--- src/rtl/core/cstt_pkg.sv ---
package cstt_pkg;

    localparam int AXES        = 3;
    localparam int SQRT_STAGES = 33;   // one root bit per stage
    localparam int QUO_BITS    = 32;   // quotient bits, one per stage
    localparam int DIV_STAGES  = QUO_BITS + 2;
    localparam int LATENCY     = 2 + 1 + SQRT_STAGES + DIV_STAGES;

    typedef logic signed [31:0] coord_t;
    typedef logic [30:0]        cfg_val_t;

    localparam logic [0:0] CFG_STEP  = 1'b0;
    localparam logic [0:0] CFG_REACH = 1'b1;

    localparam cfg_val_t STEP_RESET  = 31'd131072;
    localparam cfg_val_t REACH_RESET = 31'd13107;

    typedef struct packed {
        coord_t [AXES-1:0]      pos;
        coord_t [AXES-1:0]      goal;
        logic [AXES-1:0][63:0]  prod;
        logic [AXES-1:0]        neg;
        logic                   near_reach;
        logic                   near_step;
    } carry_t;

    typedef struct packed {
        coord_t next_x;
        coord_t next_y;
        coord_t next_z;
        logic   reached;
    } result_t;

endpackage

--- src/rtl/core/cstt_front.sv ---
module cstt_front (
    input  logic            clk,
    input  logic            en,
    input  cstt_pkg::coord_t pos,
    input  cstt_pkg::coord_t goal,
    input  cstt_pkg::cfg_val_t step,
    output logic [64:0]     sq,
    output logic [63:0]     prod,
    output logic            neg
);

    logic signed [32:0] diff_reg;
    logic [32:0]        mag;
    logic [64:0]        sq_reg;
    logic [63:0]        prod_reg;
    logic               neg_reg;

    assign mag = diff_reg[32] ? 33'(-diff_reg) : 33'(diff_reg);

    always_ff @(posedge clk)
    begin
        if (en)
        begin
            diff_reg <= {goal[31], goal} - {pos[31], pos};
            sq_reg   <= {32'd0, mag} * {32'd0, mag};
            prod_reg <= {31'd0, mag} * {33'd0, step};
            neg_reg  <= diff_reg[32];
        end
    end

    assign sq   = sq_reg;
    assign prod = prod_reg;
    assign neg  = neg_reg;

endmodule

--- config.mk ---
export PLATFORM = sky130hd
export DESIGN_NAME = cstt_front
export DESIGN_NICKNAME = d
export VERILOG_FILES = /design/src/rtl/core/cstt_pkg.sv /design/src/rtl/core/cstt_front.sv
export SDC_FILE = /design/constraint.sdc
export NUM_CORES = 2
export LEC_CHECK = 0
export BUFFER_PORTS_ARGS = -buffer_cell sky130_fd_sc_hd__buf_2
export CORE_MARGIN = 3
export CORE_UTILIZATION = 50
export CTS_BUF_LIST = sky130_fd_sc_hd__clkbuf_8
export DETAILED_ROUTE_END_ITERATION = 7
export PLACE_DENSITY = 0.67
export SYNTH_ARGS = -nofsm -noshare
export SYNTH_HDL_FRONTEND = slang
export SYNTH_SLANG_ARGS = --single-unit
--- constraint.sdc ---
create_clock -name clk -period 14.8 [get_ports clk]
set_input_delay 0.74 -clock clk [delete_from_list [all_inputs] [get_ports clk]]
set_output_delay 0.74 -clock clk [all_outputs]
set_load 0.02 [all_outputs]
==> flow_metrics.env <==
export IMPL_outcome="finished clean"
export IMPL_fin_setup_tns_ps=0
export IMPL_placed_area_um2=73000
export IMPL_wl_per_cell_um=21.0
export IMPL_dr_total_vias=51200
export IMPL_layout_commonest_cell="inv_1"
export IMPL_synthFlopType="edfxtp_1"
export IMPL_synth_seq_area_share=0.0695
export IMPL_cts_max_level=4
export IMPL_yosysTopAreaCell="fa_1"
export IMPL_die_x_um=380
export IMPL_wl_met3_mm=16.0
export IMPL_crit_path_end_kind="register"
export IMPL_worst_setup_path_start_kind="register"
export IMPL_insertion_delay_ps=670
export IMPL_avgViaCountPerCell=5.42
export IMPL_tightest_slew_ps=1210
export IMPL_grt_max_degree=63
export IMPL_fin_skew_ps=32.9
export IMPL_root_buffer="clkbuf_8"
export IMPL_highest_layer="met5"
export IMPL_ys_ff_latch=162
export IMPL_grtUsageTotal=0.286
export IMPL_postLayoutCellArea_um2=73400
export IMPL_hpwlAfterDp_mm=151
export IMPL_maxSlewHeadroom=0.174
export IMPL_first_global_vias=57100
export IMPL_dieArea_um2=145000
export IMPL_clockBufferDepth=2
export IMPL_grt_pass1_wl_mm=317
export IMPL_crit_required_ps=15230
export IMPL_maxSlewViolCount=0
export IMPL_fp_row_count=136
export IMPL_nNetsFinal=9957
export IMPL_hp_class="primary input to register"
export IMPL_ys_warnings_count=0
export IMPL_syn_area_um2=70000
export IMPL_max_freq_mhz=81.7
export IMPL_cts_setup_buffers=0
export IMPL_grt_ovfl_total=0
export IMPL_mostFrequentLayoutCells="2055 x inv_1, 1758 x fa_1, 1025 x nand2_1"
export IMPL_layout_drive_gt1_share=0.0510
export IMPL_crit_fanout=19
export IMPL_synth_enable_flop_cells=162
export IMPL_crit_top_cell="fa_1"
export IMPL_cts_clk_slew_worst_paths_ps=130
export IMPL_drc=0
export IMPL_arrival_ps=12670
export IMPL_final_hold_violation_count=0
export IMPL_area_growth_pct=4.92
export IMPL_cts_made_buffers=17
export IMPL_wl_met1_mm=75.1
export IMPL_layout_min_cycle_time_ps=12240
export IMPL_dr_pass1_iters=5
export IMPL_setup_viol_count_final=0
export IMPL_ios=227
export IMPL_holdBufCountCts=0
export IMPL_cpMaxStageDelayCell="nor4_1"
export IMPL_drt_wl_total_mm=198
export IMPL_fin_crit_sh=0.827
export IMPL_core_um2=138000
export IMPL_syn_area_per_cell_um2=9.27
export IMPL_gp_congestion=0.945
export IMPL_syn_inst=7549
export IMPL_synth_top_area_frac=0.503
export IMPL_initialDrtViolationCount=3507
export IMPL_synth_distinct_cells=82
export IMPL_antenna_found_initial=6
export IMPL_final_util=0.531
export IMPL_die_h_um=380
export IMPL_rsz0062_at_grt="false"
export IMPL_tritoncts="done"
export IMPL_port_buffers=225
export IMPL_async_flop_share=0
export IMPL_synthTopCellsByArea="fa_1 50%, inv_1 11%, ha_1 9.8%"
export IMPL_slowest_delay_ps=950
export IMPL_met2_length_mm=96.8
export IMPL_ant_nets=0
export IMPL_cts_resized=0
export IMPL_maxCapViolations=0
export IMPL_start_util=0.507
export IMPL_clock_sinks=162
export IMPL_path_class="register to register"
==> routing by layer <==
metal,track usage,up-vias
li1,-,22000
met1,0.358,26500
met2,0.479,2168
met3,0.0549,560
met4,0.133,4
met5,0,-
==> final timing paths <==
check,slack (ps),to,depth (start not counted),startpoint
hold reg to reg,820,neg,1,diff_reg[32]
setup reg to reg,2560,sq[62],33,diff_reg[4]
hold / removal,530,diff_reg[0],4,goal[0]
setup / recovery,2560,sq[62],33,diff_reg[4]
==> synthesized netlist by cell type (22+ instances only) <==
cell,instances
inv_1,2057
fa_1,1758
nand2_1,1025
ha_1,548
and2_1,387
clkbuf_1,310
nor2_1,310
a21oi_1,172
edfxtp_1,162
xnor2_1,118
a21o_1,98
o21ai_0,86
xor2_1,63
nor3_1,42
nand4_1,38
nor2b_1,38
nand3_1,29
o21a_1,22
==> area by class of cell <==
| class | count | area, µm² |
|---|---|---|
| Antenna cell | 9 | 22.5 |
| Multi-Input combinational cell | 4999 | 56300 |
| Tap cell | 1863 | 2330 |
| Clock inverter | 15 | 169 |
| Fill cell | 12600 | 64700 |
| Clock buffer | 17 | 234 |
| Timing Repair Buffer | 300 | 1700 |
| Sequential cell | 162 | 4860 |
| Inverter | 2074 | 7780 |
==> cell families (layout without fill, tap and decap cells) <==
family	Yosys count	count (layout)	share of synthesized area
AOI/OAI and AO/OA	530	530	0.0495
xor gates and xnor gates	184	184	0.0233
adders and majority gates	2306	2306	0.601
buffers and inverters	2412	2406	0.130
DFF	162	162	0.0695
muxes	4	4	0.000572
other	2	35	0.000107
and+or+nand+nor	1949	1949	0.126
==> worst max-delay path: cells and delay by family (launching register included) <==
family                     cells  cell delay [ps]
adders and majority gates      9             4510
and+or+nand+nor               10             3800
buffers and inverters          8             1590
AOI/OAI and AO/OA              4             1310
DFF                            1              560
xor gates and xnor gates       2              210
==> stage by stage <==
stage	setup slack, ps	std cells	hold WS, ps
final	2560	9439	528
after global routing	2190	9433	502
after CTS	3080	9430	451
after detailed placement	3090	9398	781
after global placement	3190	9398	803
after floorplan	5200	7573	466
Power is left out: the tool's default activity adds up to more than one toggle a clock period on the data nets, which glitch-free logic cannot reach.
